`config.mk`:
```
export PLATFORM = sky130hd
export DESIGN_NAME = connection_header_field_scanner_unit_flat
export DESIGN_NICKNAME = d
export VERILOG_FILES = /design/src/sv/chfs_pkg.sv /design/src/sv/chfs_req_if.sv /design/src/sv/chfs_rsp_if.sv /design/src/sv/chfs_scan_core.sv /design/src/sv/chfs_rsp_fifo.sv /design/src/sv/connection_header_field_scanner_unit.sv /design/src/flat_wrapper.sv
export SDC_FILE = /design/constraint.sdc
export NUM_CORES = 1
export LEC_CHECK = 0
export BUFFER_PORTS_ARGS = -buffer_cell sky130_fd_sc_hd__buf_4
export CAP_MARGIN = 15
export CORE_UTILIZATION = 58
export DETAILED_ROUTE_END_ITERATION = 7
export PLACE_DENSITY = 0.79
export SYNTH_ARGS = -nofsm -noshare
export SYNTH_HDL_FRONTEND = slang
export SYNTH_HIERARCHICAL = 1
export SYNTH_SLANG_ARGS = --single-unit
```
`constraint.sdc`:
```
create_clock -name clock -period 11 [get_ports clock]
set_input_delay 1.1 -clock clock [delete_from_list [all_inputs] [get_ports clock]]
set_output_delay 1.1 -clock clock [all_outputs]
set_load 0.005 [all_outputs]
```
`src/sv/chfs_pkg.sv`:
```
package chfs_pkg;

   // offset counters and the header end offset
   localparam int OFFSET_BITS = 16;
   localparam logic [OFFSET_BITS-1:0] OFFSET_MAX = '1;

   // result fields
   localparam int OUT_BITS = 16;
   localparam logic [OUT_BITS-1:0] OUT_MAX = '1;
   localparam int KEY_BITS = 3;

   // length words on the wire
   localparam int LEN_BITS = 32;

   // known keys
   localparam int NUM_KEYS = 5;
   localparam int KEY_CHARS = 11;

   // result queue
   localparam int RSP_DEPTH = 4;
   localparam int RSP_PTR_BITS = $clog2(RSP_DEPTH);
   localparam int RSP_CNT_BITS = RSP_PTR_BITS + 1;

   typedef enum logic [1:0] {
      PH_PREAMBLE,
      PH_LENGTH,
      PH_BODY,
      PH_DONE
   } phase_type;

   typedef enum logic [KEY_BITS-1:0] {
      KEY_CALLERID,
      KEY_MD5SUM,
      KEY_NO_DELAY,
      KEY_TOPIC,
      KEY_TYPE
   } key_type;

   localparam logic EV_FIELD = 1'b0;
   localparam logic EV_END = 1'b1;

   localparam logic [8*KEY_CHARS-1:0] KEY_STR [NUM_KEYS] = '{
      "callerid=", "md5sum=", "tcp_nodely=", "topic=", "type="
   };
   localparam logic [3:0] KEY_LEN [NUM_KEYS] = '{4'd9, 4'd7, 4'd11, 4'd6, 4'd5};

   typedef struct packed {
      logic                 event_kind;
      logic [KEY_BITS-1:0]  field_key;
      logic [OUT_BITS-1:0]  value_offset;
      logic [OUT_BITS-1:0]  value_length;
      logic                 last_of_run;
   } rsp_type;

   typedef struct packed {
      logic    field_valid;
      logic    end_valid;
      rsp_type field_rsp;
      rsp_type end_rsp;
   } scan_out_type;

   // character of a key at a position, zero past its end
   function automatic logic [7:0] key_char(input int k, input logic [3:0] pos);
      logic [7:0] ch;
      ch = 8'h00;
      if (pos < KEY_LEN[k]) begin
         ch = KEY_STR[k][8*(int'(KEY_LEN[k]) - 1 - int'(pos)) +: 8];
      end
      return ch;
   endfunction

   // clamp a length word to the offset range
   function automatic logic [OFFSET_BITS-1:0] sat_off(input logic [LEN_BITS-1:0] v);
      logic [OFFSET_BITS-1:0] r;
      if (v > LEN_BITS'(OFFSET_MAX)) begin
         r = OFFSET_MAX;
      end else begin
         r = OFFSET_BITS'(v);
      end
      return r;
   endfunction

   // clamp an offset to the result field range
   function automatic logic [OUT_BITS-1:0] sat_out(input logic [OFFSET_BITS-1:0] v);
      logic [OUT_BITS-1:0] r;
      if (LEN_BITS'(v) > LEN_BITS'(OUT_MAX)) begin
         r = OUT_MAX;
      end else begin
         r = OUT_BITS'(v);
      end
      return r;
   endfunction

endpackage

```
`src/sv/chfs_req_if.sv`:
```
interface chfs_req_if;
   logic       valid;
   logic       ready;
   logic [7:0] data_byte;
   logic       first_of_packet;

   modport source (output valid, output data_byte, output first_of_packet, input ready);
   modport sink (input valid, input data_byte, input first_of_packet, output ready);
endinterface

```
`src/sv/chfs_rsp_if.sv`:
```
interface chfs_rsp_if;
   logic                           valid;
   logic                           ready;
   logic                           event_kind;
   logic [chfs_pkg::KEY_BITS-1:0]  field_key;
   logic [chfs_pkg::OUT_BITS-1:0]  value_offset;
   logic [chfs_pkg::OUT_BITS-1:0]  value_length;
   logic                           last_of_run;

   modport source (output valid, output event_kind, output field_key, output value_offset,
                   output value_length, output last_of_run, input ready);
   modport sink (input valid, input event_kind, input field_key, input value_offset,
                 input value_length, input last_of_run, output ready);
endinterface

```
`src/sv/chfs_scan_core.sv`:
```
module chfs_scan_core (
   input  logic                   clock,
   input  logic                   reset,
   input  logic                   step,
   input  logic [7:0]             data_byte,
   input  logic                   first_of_packet,
   output chfs_pkg::scan_out_type scan_out
);

   chfs_pkg::phase_type phase_ff, phase_in;
   logic [chfs_pkg::OFFSET_BITS-1:0] byte_off_ff, byte_off_in;
   logic [chfs_pkg::OFFSET_BITS-1:0] hdr_end_ff, hdr_end_in;
   logic [chfs_pkg::LEN_BITS-1:0]    len_asm_ff, len_asm_in;
   logic [1:0]                       len_idx_ff, len_idx_in;
   logic [chfs_pkg::OFFSET_BITS-1:0] entry_len_ff, entry_len_in;
   logic [chfs_pkg::OFFSET_BITS-1:0] entry_pos_ff, entry_pos_in;
   logic [chfs_pkg::NUM_KEYS-1:0]    alive_ff, alive_in;

   // view of the state once a restart mark is applied
   chfs_pkg::phase_type eff_phase;
   logic [chfs_pkg::OFFSET_BITS-1:0] eff_off;
   logic [chfs_pkg::LEN_BITS-1:0]    eff_asm;
   logic [1:0]                       eff_idx;

   logic                             active;
   logic [chfs_pkg::OFFSET_BITS-1:0] next_off;
   logic                             pre_take, pre_done;
   logic [chfs_pkg::LEN_BITS-1:0]    pre_asm, len_asm;
   logic                             len_done;
   logic [chfs_pkg::OFFSET_BITS-1:0] len_value;
   logic [chfs_pkg::OFFSET_BITS-1:0] pos_next;
   logic                             body_done;
   logic [chfs_pkg::NUM_KEYS-1:0]    keep;
   logic                             hit_any;
   logic [chfs_pkg::KEY_BITS-1:0]    hit_key;
   logic [chfs_pkg::OFFSET_BITS-1:0] hit_len;
   logic                             boundary;
   logic [chfs_pkg::OFFSET_BITS-1:0] hdr_end_new;
   logic                             end_hit;

   always_comb begin
      eff_phase = first_of_packet ? chfs_pkg::PH_PREAMBLE : phase_ff;
      eff_off   = first_of_packet ? '0 : byte_off_ff;
      eff_asm   = first_of_packet ? '0 : len_asm_ff;
      eff_idx   = first_of_packet ? '0 : len_idx_ff;
   end

   assign active   = step && (eff_phase != chfs_pkg::PH_DONE);
   assign next_off = (eff_off == chfs_pkg::OFFSET_MAX) ? eff_off : eff_off + 1'b1;

   // preamble: bytes 4..7 form the header end offset
   assign pre_take = (eff_off >= chfs_pkg::OFFSET_BITS'(4)) &&
                     (eff_off < chfs_pkg::OFFSET_BITS'(8));
   assign pre_done = eff_off >= chfs_pkg::OFFSET_BITS'(7);
   assign pre_asm  = pre_take ?
                     (eff_asm | (chfs_pkg::LEN_BITS'(data_byte) << {eff_off[1:0], 3'b000})) :
                     eff_asm;

   // entry length word, little endian
   assign len_asm   = eff_asm | (chfs_pkg::LEN_BITS'(data_byte) << {eff_idx, 3'b000});
   assign len_done  = eff_idx == 2'd3;
   assign len_value = chfs_pkg::sat_off(len_asm);

   // entry body
   assign pos_next  = entry_pos_ff + 1'b1;
   assign body_done = pos_next >= entry_len_ff;

   always_comb begin
      hit_any = 1'b0;
      hit_key = chfs_pkg::KEY_CALLERID;
      hit_len = '0;
      for (int k = 0; k < chfs_pkg::NUM_KEYS; k++) begin
         keep[k] = alive_ff[k] &&
                   (entry_pos_ff < chfs_pkg::OFFSET_BITS'(chfs_pkg::KEY_LEN[k])) &&
                   (chfs_pkg::key_char(k, entry_pos_ff[3:0]) == data_byte);
         if (keep[k] &&
             (entry_pos_ff == chfs_pkg::OFFSET_BITS'(chfs_pkg::KEY_LEN[k] - 4'd1))) begin
            hit_any = 1'b1;
            hit_key = chfs_pkg::KEY_BITS'(k);
            hit_len = entry_len_ff - chfs_pkg::OFFSET_BITS'(chfs_pkg::KEY_LEN[k]);
         end
      end
   end

   always_comb begin
      boundary = 1'b0;
      unique case (eff_phase)
         chfs_pkg::PH_PREAMBLE: boundary = pre_done;
         chfs_pkg::PH_LENGTH:   boundary = len_done;
         chfs_pkg::PH_BODY:     boundary = body_done;
         chfs_pkg::PH_DONE:     boundary = 1'b0;
         default:               boundary = 1'b0;
      endcase
   end

   assign hdr_end_new = ((eff_phase == chfs_pkg::PH_PREAMBLE) && pre_done) ?
                        chfs_pkg::sat_off(pre_asm) : hdr_end_ff;
   assign end_hit     = active && boundary && (next_off >= hdr_end_new);

   // phase sequencing
   always_comb begin
      phase_in = phase_ff;
      if (step) begin
         phase_in = eff_phase;
         unique case (eff_phase)
            chfs_pkg::PH_PREAMBLE: if (pre_done) phase_in = chfs_pkg::PH_LENGTH;
            chfs_pkg::PH_LENGTH:   if (len_done && (len_value != '0)) phase_in = chfs_pkg::PH_BODY;
            chfs_pkg::PH_BODY:     if (body_done) phase_in = chfs_pkg::PH_LENGTH;
            chfs_pkg::PH_DONE:     phase_in = chfs_pkg::PH_DONE;
            default:               phase_in = eff_phase;
         endcase
         if (end_hit) begin
            phase_in = chfs_pkg::PH_DONE;
         end
      end
   end

   // counters and assembly
   always_comb begin
      byte_off_in  = byte_off_ff;
      hdr_end_in   = hdr_end_ff;
      len_asm_in   = len_asm_ff;
      len_idx_in   = len_idx_ff;
      entry_len_in = entry_len_ff;
      entry_pos_in = entry_pos_ff;
      alive_in     = alive_ff;
      if (step) begin
         byte_off_in = eff_off;
         len_asm_in  = eff_asm;
         len_idx_in  = eff_idx;
      end
      if (active) begin
         byte_off_in = next_off;
         unique case (eff_phase)
            chfs_pkg::PH_PREAMBLE: begin
               len_asm_in = pre_asm;
               if (pre_done) begin
                  hdr_end_in = hdr_end_new;
                  len_asm_in = '0;
                  len_idx_in = '0;
               end
            end
            chfs_pkg::PH_LENGTH: begin
               len_asm_in = len_asm;
               len_idx_in = eff_idx + 2'd1;
               if (len_done) begin
                  entry_len_in = len_value;
                  len_asm_in   = '0;
                  entry_pos_in = '0;
                  alive_in     = '1;
               end
            end
            chfs_pkg::PH_BODY: begin
               alive_in     = keep;
               entry_pos_in = pos_next;
               if (body_done) begin
                  len_asm_in = '0;
                  len_idx_in = '0;
               end
            end
            chfs_pkg::PH_DONE: begin
               byte_off_in = eff_off;
            end
            default: begin
               byte_off_in = eff_off;
            end
         endcase
      end
   end

   // results of this byte
   always_comb begin
      scan_out.field_valid = active && (eff_phase == chfs_pkg::PH_BODY) && hit_any;
      scan_out.end_valid   = end_hit;
      scan_out.field_rsp.event_kind   = chfs_pkg::EV_FIELD;
      scan_out.field_rsp.field_key    = hit_key;
      scan_out.field_rsp.value_offset = chfs_pkg::sat_out(next_off);
      scan_out.field_rsp.value_length = chfs_pkg::sat_out(hit_len);
      scan_out.field_rsp.last_of_run  = !end_hit;
      scan_out.end_rsp.event_kind     = chfs_pkg::EV_END;
      scan_out.end_rsp.field_key      = chfs_pkg::KEY_CALLERID;
      scan_out.end_rsp.value_offset   = '0;
      scan_out.end_rsp.value_length   = '0;
      scan_out.end_rsp.last_of_run    = 1'b1;
   end

   always_ff @(posedge clock) begin
      if (reset) begin
         phase_ff     <= chfs_pkg::PH_PREAMBLE;
         byte_off_ff  <= '0;
         hdr_end_ff   <= '0;
         len_asm_ff   <= '0;
         len_idx_ff   <= '0;
         entry_len_ff <= '0;
         entry_pos_ff <= '0;
         alive_ff     <= '1;
      end else begin
         phase_ff     <= phase_in;
         byte_off_ff  <= byte_off_in;
         hdr_end_ff   <= hdr_end_in;
         len_asm_ff   <= len_asm_in;
         len_idx_ff   <= len_idx_in;
         entry_len_ff <= entry_len_in;
         entry_pos_ff <= entry_pos_in;
         alive_ff     <= alive_in;
      end
   end

endmodule

```
`src/sv/chfs_rsp_fifo.sv`:
```
module chfs_rsp_fifo (
   input  logic                   clock,
   input  logic                   reset,
   input  chfs_pkg::scan_out_type scan_out,
   output logic                   room,
   chfs_rsp_if.source             rsp_chan
);

   chfs_pkg::rsp_type mem_ff [chfs_pkg::RSP_DEPTH];
   logic [chfs_pkg::RSP_PTR_BITS-1:0] wr_ptr_ff, wr_ptr_in;
   logic [chfs_pkg::RSP_PTR_BITS-1:0] rd_ptr_ff, rd_ptr_in;
   logic [chfs_pkg::RSP_CNT_BITS-1:0] count_ff, count_in;
   logic [chfs_pkg::RSP_PTR_BITS-1:0] end_ptr;
   logic [1:0]                        push_n;
   logic                              pop;
   chfs_pkg::rsp_type                 head;

   // two free slots cover the worst byte
   assign room    = count_ff <= chfs_pkg::RSP_CNT_BITS'(chfs_pkg::RSP_DEPTH - 2);
   assign pop     = rsp_chan.valid && rsp_chan.ready;
   assign push_n  = {1'b0, scan_out.field_valid} + {1'b0, scan_out.end_valid};
   assign end_ptr = wr_ptr_ff + chfs_pkg::RSP_PTR_BITS'(scan_out.field_valid);

   assign wr_ptr_in = wr_ptr_ff + chfs_pkg::RSP_PTR_BITS'(push_n);
   assign rd_ptr_in = rd_ptr_ff + chfs_pkg::RSP_PTR_BITS'(pop);
   assign count_in  = count_ff + chfs_pkg::RSP_CNT_BITS'(push_n)
                      - chfs_pkg::RSP_CNT_BITS'(pop);

   assign head = mem_ff[rd_ptr_ff];

   assign rsp_chan.valid        = count_ff != '0;
   assign rsp_chan.event_kind   = head.event_kind;
   assign rsp_chan.field_key    = head.field_key;
   assign rsp_chan.value_offset = head.value_offset;
   assign rsp_chan.value_length = head.value_length;
   assign rsp_chan.last_of_run  = head.last_of_run;

   always_ff @(posedge clock) begin
      if (scan_out.field_valid) begin
         mem_ff[wr_ptr_ff] <= scan_out.field_rsp;
      end
      if (scan_out.end_valid) begin
         mem_ff[end_ptr] <= scan_out.end_rsp;
      end
   end

   always_ff @(posedge clock) begin
      if (reset) begin
         wr_ptr_ff <= '0;
         rd_ptr_ff <= '0;
         count_ff  <= '0;
      end else begin
         wr_ptr_ff <= wr_ptr_in;
         rd_ptr_ff <= rd_ptr_in;
         count_ff  <= count_in;
      end
   end

endmodule

```
`src/sv/connection_header_field_scanner_unit.sv`:
```
// channel   dir  handshake      beat contents
// req_chan  in   valid/ready    data_byte, first_of_packet
// rsp_chan  out  valid/ready    event_kind, field_key, value_offset, value_length, last_of_run
//
// one header byte per cycle while the queue has room: a byte is taken into the input
// register and scanned against the header state; its results land in a four-beat result queue
// a byte that yields a field and the header end produces two rsp beats in a row
// the scan step waits only while fewer than two queue slots are free
// reset is synchronous and returns the scanner to the preamble with an empty queue
module connection_header_field_scanner_unit (
   input  logic       clock,
   input  logic       reset,
   chfs_req_if.sink   req_chan,
   chfs_rsp_if.source rsp_chan
);

   // input register
   logic       in_valid_ff, in_valid_in;
   logic [7:0] in_byte_ff, in_byte_in;
   logic       in_first_ff, in_first_in;

   logic                   accept;
   logic                   step;
   logic                   room;
   chfs_pkg::scan_out_type scan_out;

   // scan the held byte once the queue can take both possible results
   assign step           = in_valid_ff && room;
   assign req_chan.ready = !in_valid_ff || step;
   assign accept         = req_chan.valid && req_chan.ready;

   always_comb begin
      in_valid_in = in_valid_ff;
      in_byte_in  = in_byte_ff;
      in_first_in = in_first_ff;
      if (accept) begin
         in_valid_in = 1'b1;
         in_byte_in  = req_chan.data_byte;
         in_first_in = req_chan.first_of_packet;
      end else if (step) begin
         in_valid_in = 1'b0;
      end
   end

   always_ff @(posedge clock) begin
      if (reset) begin
         in_valid_ff <= 1'b0;
      end else begin
         in_valid_ff <= in_valid_in;
      end
   end

   // payload needs no reset
   always_ff @(posedge clock) begin
      in_byte_ff  <= in_byte_in;
      in_first_ff <= in_first_in;
   end

   // header state and key matching
   chfs_scan_core u_scan (
      .clock           (clock),
      .reset           (reset),
      .step            (step),
      .data_byte       (in_byte_ff),
      .first_of_packet (in_first_ff),
      .scan_out        (scan_out)
   );

   // result queue, drives the rsp beats
   chfs_rsp_fifo u_fifo (
      .clock    (clock),
      .reset    (reset),
      .scan_out (scan_out),
      .room     (room),
      .rsp_chan (rsp_chan)
   );

endmodule

```
`src/flat_wrapper.sv`:
```
// flat-port wrapper written by rule: the top's interface ports become plain ports
module connection_header_field_scanner_unit_flat 
  (clock, reset, req_chan_valid, req_chan_data_byte, req_chan_first_of_packet, req_chan_ready, rsp_chan_valid, rsp_chan_event_kind, rsp_chan_field_key, rsp_chan_value_offset, rsp_chan_value_length, rsp_chan_last_of_run, rsp_chan_ready);
  chfs_req_if req_chan_i ();
  chfs_rsp_if rsp_chan_i ();
  input  logic clock;
  input  logic reset;
  input wire logic [$bits(req_chan_i.valid)-1:0] req_chan_valid;
  input wire logic [$bits(req_chan_i.data_byte)-1:0] req_chan_data_byte;
  input wire logic [$bits(req_chan_i.first_of_packet)-1:0] req_chan_first_of_packet;
  output wire logic [$bits(req_chan_i.ready)-1:0] req_chan_ready;
  output wire logic [$bits(rsp_chan_i.valid)-1:0] rsp_chan_valid;
  output wire logic [$bits(rsp_chan_i.event_kind)-1:0] rsp_chan_event_kind;
  output wire logic [$bits(rsp_chan_i.field_key)-1:0] rsp_chan_field_key;
  output wire logic [$bits(rsp_chan_i.value_offset)-1:0] rsp_chan_value_offset;
  output wire logic [$bits(rsp_chan_i.value_length)-1:0] rsp_chan_value_length;
  output wire logic [$bits(rsp_chan_i.last_of_run)-1:0] rsp_chan_last_of_run;
  input wire logic [$bits(rsp_chan_i.ready)-1:0] rsp_chan_ready;
  assign req_chan_i.valid = req_chan_valid;
  assign req_chan_i.data_byte = req_chan_data_byte;
  assign req_chan_i.first_of_packet = req_chan_first_of_packet;
  assign req_chan_ready = req_chan_i.ready;
  assign rsp_chan_valid = rsp_chan_i.valid;
  assign rsp_chan_event_kind = rsp_chan_i.event_kind;
  assign rsp_chan_field_key = rsp_chan_i.field_key;
  assign rsp_chan_value_offset = rsp_chan_i.value_offset;
  assign rsp_chan_value_length = rsp_chan_i.value_length;
  assign rsp_chan_last_of_run = rsp_chan_i.last_of_run;
  assign rsp_chan_i.ready = rsp_chan_ready;
  connection_header_field_scanner_unit u_core (.clock(clock), .reset(reset), .req_chan(req_chan_i), .rsp_chan(rsp_chan_i));
endmodule
```
==> results.cfg, run 1 <==
[sta]
relSlewSlack = 0.212
whs_ns = 0.481
final_hold_viol_count = 0
fmax_mhz = 136
finalClockSkew_ns = 0.0106
drv_slew = 0
period_needed_ns = 7.36
tns_ns = 0
finalCritPeriodShare = 0.669
worst-slew-pin-transition_ns = 1.18
rsz0062_at_grt = false
setup_viol = 0

[global_route]
grt_pass1_wl_um = 80900
gr-usage-all-layers = 0.306
grt-ovfl-total = 0
antenna_found_initial = 0
grt_pass1_vias = 14916
grt_max_degree = 91

[clocking]
post_cts_buffers = 0
hold_buffers = 0
path_clk_slew_ns = 0.06
cts_made_buffers = 30
cts_resized = 0
numClockSinks = 270
cts.path.max_buffers = 3
clock_latency_ns = 0.58
tritoncts = done
cts_root_buffer = clkbuf_16
htreeDepth = 1

[routing]
vias_per_cell = 6.74
vias = 15581
avgRoutedWirePerCell_um = 22.0
antenna_left = 0
wl_um = 50800
drc = 0
drt_first_iter_violations = 1740
first_pass_iters = 6

[power]
power.density_nw_per_um2 = 141
p_sw_frac = 0.295
combPwrFrac = 0.216
p_leak_uw = 0.00733
pwr-share-clk = 0.369
seqPwrFrac = 0.416
p_sw_uw = 830
cellInternalPower_uw = 1990
power.total_uw = 2820
irDropWorstVdd_mv = 0.158

[floorplanning]
boundaryPins = 52
die_area_sq_um = 32800
die_y_um = 181
initial_core_util = 0.590
coreArea_sq_um = 31600
die-width_um = 181
rows = 65

[worst_setup_path]
cp_max_fo = 51
startpoint_type = flip-flop
crit_required_ns = 11.20
critPathArrivalTime_ns = 7.55
path_class = flip-flop to flip-flop
cp-end-kind = flip-flop

[yosys]
netlist_top_cells_area = edfxtp_1 25%, dfxtp_1 12%, mux2_2 7.8%
yosys.area.top_type = edfxtp_1
synth.most_common_cell = nor2_1
synth_seq_area_share = 0.375
yosys_register_bits = 270
synthArstFlopShare = 0
netlist_area_sq_um = 18600
yosys_most_used_dff = edfxtp_1
ys_top_cells_by_count = 180 x nor2_1, 157 x edfxtp_1, 134 x nand2_1
synthCells = 1926
avgSynthCellArea_sq_um = 9.66
synth_edf_count = 157
yosysWarningCount = 6
synth_top_area_frac = 0.253
ys_types = 110

[placement]
dp_hpwl_um = 33200
dp_cells = 2257
io_buffers = 51
gp_congestion = 0.987

[worst_hold_path]
hp-class = flip-flop to flip-flop

[cells_and_area]
nNetsFinal = 1961
drive_gt1_frac = 0.196
antenna_cells = 0
syn_to_final_growth_pct = 6.98
layout.cells.non_filler = 2313

[status]
status = finished, final reports clean

[run]
max_cap_viol_count = 0
-- critical path: stages (launching register included) --
cell and delay, ns:
dfxtp_1 0.31, buf_4 0.43, clkinv_1 0.42, ha_1 0.39, buf_4 0.22, nor2b_1 0.44
a21oi_1 0.15, or3_1 0.33, a32oi_1 0.33, o211ai_2 0.17, or2_1 0.53, and2_4 0.32
a31oi_1 0.46, ha_1 0.26, xnor2_1 0.24, and3_2 0.94, a31o_2 0.96
-- worst paths after layout --
kind | start | cells past startpoint | slack (ns) | end
max reg2reg | u_core/u_scan/entry_pos_ff[0] | 16 | 3.64 | u_core/u_fifo/mem_ff[1][33]
max | u_core/u_scan/entry_pos_ff[0] | 16 | 3.64 | u_core/u_fifo/mem_ff[1][33]
min | u_core/u_scan/len_asm_ff[18] | 1 | 0.48 | u_core/u_scan/len_asm_ff[18]
min reg2reg | u_core/u_scan/len_asm_ff[18] | 1 | 0.48 | u_core/u_scan/len_asm_ff[18]
-- state kept, by name (all words and copies together) (netlist names), 3 cells and up --
| name | cells |
|---|---|
| u_core/u_scan/hdr_end_ff | 16 |
| u_core/in_byte_ff | 8 |
| u_core/u_fifo/mem_ff | 148 |
| u_core/u_scan/entry_len_ff | 16 |
| u_core/u_fifo/count_ff | 3 |
| u_core/u_scan/byte_off_ff | 16 |
| u_core/u_scan/len_asm_ff | 32 |
| u_core/u_scan/alive_ff | 5 |
| u_core/u_scan/entry_pos_ff | 16 |
-- per-layer routing --
metal  routed length, um  global-route usage  part of all wire
met5                   0                   0                 0
met3                4250              0.0391             0.084
met1               21400               0.420              0.42
met2               23500               0.496              0.46
met4                1630               0.113             0.032
-- cell families after synthesis --
logic type / after synthesis / share of synthesized area
muxes: 192 / 0.142
other: 2 / 0.000404
buffers and inverters: 227 / 0.0625
adders and majority gates: 60 / 0.0408
and+or+nand+nor: 608 / 0.164
xor gates and xnor gates: 56 / 0.0274
DFF: 270 / 0.375
AOI/OAI and AO/OA: 511 / 0.188
-- stage by stage --
stage | setup WS, ns | util | area, sq um
2_1_floorplan | 4.23 | - | 18700
3_3_place_gp | 4.04 | 0.598 | 18900
3_5_place_dp | 3.80 | 0.598 | 18900
4_1_cts | 3.79 | 0.631 | 19900
5_1_grt | 3.19 | 0.631 | 19900
6_report | 3.64 | 0.631 | 19900
-- area by class of cell --
type	count	area (sq um)
Fill cell	2515	11700
Multi-Input combinational cell	1465	10700
Sequential cell	270	6980
Clock buffer	33	762
Timing Repair Buffer	75	563
Tap cell	402	503
Clock inverter	22	259
Inverter	46	185
-- cell usage in the layout (no fill, tap or decap), types with 10 or more instances in the layout --
master	instances
a211oi_1	29
a21o_1	18
a21oi_1	122
a221oi_1	12
a22oi_1	33
a311oi_1	15
a31oi_1	18
and3_1	14
buf_4	75
clkbuf_16	30
conb_1	38
dfxtp_1	111
edfxtp_1	157
ha_1	59
inv_1	41
mux2_2	129
mux2_4	19
mux4_2	37
nand2_1	134
nand2b_1	30
nand3_1	44
nand4_1	15
nor2_1	179
nor2b_1	40
nor3_1	46
nor4_1	19
o211ai_1	31
o21ai_0	89
o221ai_1	22
o22ai_1	10
o2bb2ai_1	18
xnor2_1	36
xor2_1	19
-- power groups by stage --
stage | Clock (uW) | Combinational (uW) | Sequential [uW]
2_1_floorplan | 0 | 443 | 1150
3_3_place_gp | 0 | 581 | 1190
3_5_place_dp | 0 | 597 | 1190
4_1_cts | 1050 | 601 | 1170
5_1_grt | 1100 | 657 | 1180
6_report | 1040 | 607 | 1170
Note: power is estimated with default switching activity, not from simulation.
==> inputs of run 2 (changes only) <==
--- a/config.mk
+++ b/config.mk
@@ -5,11 +5,12 @@
 export SDC_FILE = /design/constraint.sdc
 export NUM_CORES = 1
 export LEC_CHECK = 0
+export ABC_AREA = 1
 export BUFFER_PORTS_ARGS = -buffer_cell sky130_fd_sc_hd__buf_4
 export CAP_MARGIN = 15
 export CORE_UTILIZATION = 58
 export DETAILED_ROUTE_END_ITERATION = 7
-export PLACE_DENSITY = 0.79
+export PLACE_DENSITY = 0.82
 export SYNTH_ARGS = -nofsm -noshare
 export SYNTH_HDL_FRONTEND = slang
 export SYNTH_HIERARCHICAL = 1
==> constraint.sdc (replaced) <==
create_clock -name clock -period 6.4 [get_ports clock]
set_input_delay 0.64 -clock clock [delete_from_list [all_inputs] [get_ports clock]]
set_output_delay 0.64 -clock clock [all_outputs]
set_load 0.005 [all_outputs]
==> results.cfg, run 2 <==
[status]
status = finished, final reports clean

[global_route]
gr-usage-all-layers = 0.330
grt_pass1_wl_um = 96300
grt_pass1_vias = 18832
grt_max_degree = 105
grt-ovfl-total = 0
antenna_found_initial = 0

[yosys]
synthCells = 2995
yosys.area.top_type = edfxtp_1
synth_edf_count = 157
synth.most_common_cell = nand2_1
ys_types = 58
netlist_area_sq_um = 20700
netlist_top_cells_area = edfxtp_1 23%, nand2_1 15%, dfxtp_1 11%
avgSynthCellArea_sq_um = 6.92
synth_top_area_frac = 0.228
yosysWarningCount = 6
synthArstFlopShare = 0
yosys_most_used_dff = edfxtp_1
ys_top_cells_by_count = 846 x nand2_1, 308 x inv_1, 284 x nand3_1
synth_seq_area_share = 0.337
yosys_register_bits = 270

[cells_and_area]
syn_to_final_growth_pct = 6.36
drive_gt1_frac = 0.106
mostFrequentLayoutCells = 844 x nand2_1, 308 x inv_1, 284 x nand3_1, 228 x nor2_1, 163 x a21oi_1
antenna_cells = 0
mostFrequentLayoutCell = nand2_1
nNetsFinal = 3027
fillers = 3068
reg_top3 = u_core/u_fifo/mem_ff x148, u_core/u_scan/len_asm_ff x32
largest_register_ffs = 148
layout.cells.non_filler = 3434
regMostFlops = u_core/u_fifo/mem_ff

[floorplanning]
die_area_sq_um = 36500
die_y_um = 191
coreArea_sq_um = 34800
boundaryPins = 52
initial_core_util = 0.595
die-width_um = 191
rows = 68

[worst_setup_path]
r2r_slack_ns = 0.57
crit_slowest_cell = edfxtp_1
cp_common_cell = nand2_1
path_class = flip-flop to flip-flop
cp-end-kind = flip-flop
timing.rr.end = u_core/u_fifo/count_ff[2]
crit_required_ns = 6.87
critPathArrivalTime_ns = 6.30
cp_max_fo = 19
r2r-start = u_core/in_first_ff
rr_worst_depth = 32
cp_slowest_stage_delay_ns = 0.79
startpoint_type = flip-flop

[sta]
period_needed_ns = 5.83
drv_slew = 0
finalClockSkew_ns = 0.0230
relSlewSlack = 0.218
fmax_mhz = 172
fin_ws_ns = 0.573
rsz0062_at_grt = false
final_hold_viol_count = 0
worst-slew-pin-transition_ns = 1.17
tns_ns = 0
finalCritPeriodShare = 0.910
setup_viol = 0

[routing]
wl_um = 60600
drt_first_iter_violations = 2199
first_pass_iters = 8
vias_per_cell = 5.85
drc = 0
avgRoutedWirePerCell_um = 17.6
antenna_left = 0
vias = 20103

[clocking]
cts_resized = 0
clock_latency_ns = 0.59
tritoncts = done
cts_made_buffers = 31
post_cts_buffers = 0
hold_buffers = 0
htreeDepth = 1
cts_root_buffer = clkbuf_16
path_clk_slew_ns = 0.06
numClockSinks = 270
cts.path.max_buffers = 3

[power]
seqPwrFrac = 0.368
p_sw_uw = 2000
p_leak_uw = 0.0104
irDropWorstVdd_mv = 0.238
cellInternalPower_uw = 3580
pwr-share-clk = 0.324
combPwrFrac = 0.308
p_sw_frac = 0.358
power.density_nw_per_um2 = 253

[worst_hold_path]
hp-class = input pin to flip-flop
hold_start = req_chan_data_byte[4]
hold_end = u_core/in_byte_ff[4]
holdPathStages = 1

[placement]
io_buffers = 51
dp_cells = 3375
gp_congestion = 0.967
dp_hpwl_um = 41400
place_ws_ns = 0.650

[run]
max_cap_viol_count = 0
-- run 2: worst max-delay path by stage --
stage / from / to / slack, ns / cells past startpoint
floorplan: u_core/in_first_ff / u_core/u_fifo/mem_ff[2][0] / 0.62 / 30
global placement: u_core/in_first_ff / u_core/u_fifo/count_ff[2] / 0.76 / 32
detailed placement: u_core/in_first_ff / u_core/u_fifo/count_ff[2] / 0.65 / 32
CTS: u_core/in_first_ff / u_core/u_fifo/count_ff[2] / 0.62 / 32
global route: u_core/in_first_ff / u_core/u_fifo/count_ff[2] / 0.14 / 32
finish: u_core/in_first_ff / u_core/u_fifo/count_ff[2] / 0.57 / 32
-- run 2: cell type report --
| type | count | area [sq um] | share of cell area |
|---|---|---|---|
| multi-input combinational | 2212 | 11400 | 0.517 |
| sequential | 270 | 6980 | 0.317 |
| inverter | 343 | 1310 | 0.0594 |
| clock buffer | 46 | 941 | 0.0427 |
| timing repair buffer | 96 | 741 | 0.0336 |
| tap | 455 | 569 | 0.0258 |
| clock inverter | 12 | 109 | 0.00494 |
-- run 2: metal layers --
layer,routed length [um],up-vias,global-route usage,share of wire
met5,0,-,0,0
met4,2170,0,0.143,0.036
met3,5020,183,0.0426,0.083
met2,28500,990,0.554,0.47
met1,24900,9263,0.424,0.41
li1,-,9667,-,-
-- run 2: kinds of logic after synthesis --
kind of cell	after synthesis	share of synthesized area
compound gates	477	0.130
xor+xnor	90	0.0381
fa+ha+maj	60	0.0366
buf+inv	549	0.122
flops	270	0.337
other cells	2	0.000363
simple gates	1547	0.336
-- run 2: through the flow --
stage,util,hold slack (ns),area [sq um],power (uW)
2_1_floorplan,-,0.440,20800,3270
3_3_place_gp,0.602,0.450,21000,3720
3_5_place_dp,0.602,0.457,21000,3760
4_1_cts,0.632,0.210,22000,5570
5_1_grt,0.633,0.215,22000,5870
6_report,0.633,0.235,22000,5580
-- run 2: power groups by stage --
stage | Sequential [uW] | Combinational (uW) | Clock (uW)
after floorplan | 2000 | 1270 | 0
after global placement | 2080 | 1640 | 0
after detailed placement | 2080 | 1680 | 0
after CTS | 2050 | 1690 | 1830
after global routing | 2060 | 1910 | 1900
final | 2050 | 1720 | 1810
-- run 2: critical path: cells and delay by family, from the launching register on --
family	cells	cell delay, ns
AOI/OAI and AO/OA	5	0.56
adders and majority gates	6	1.69
buffers and inverters	7	0.96
DFF	1	0.79
and+or+nand+nor	14	1.73
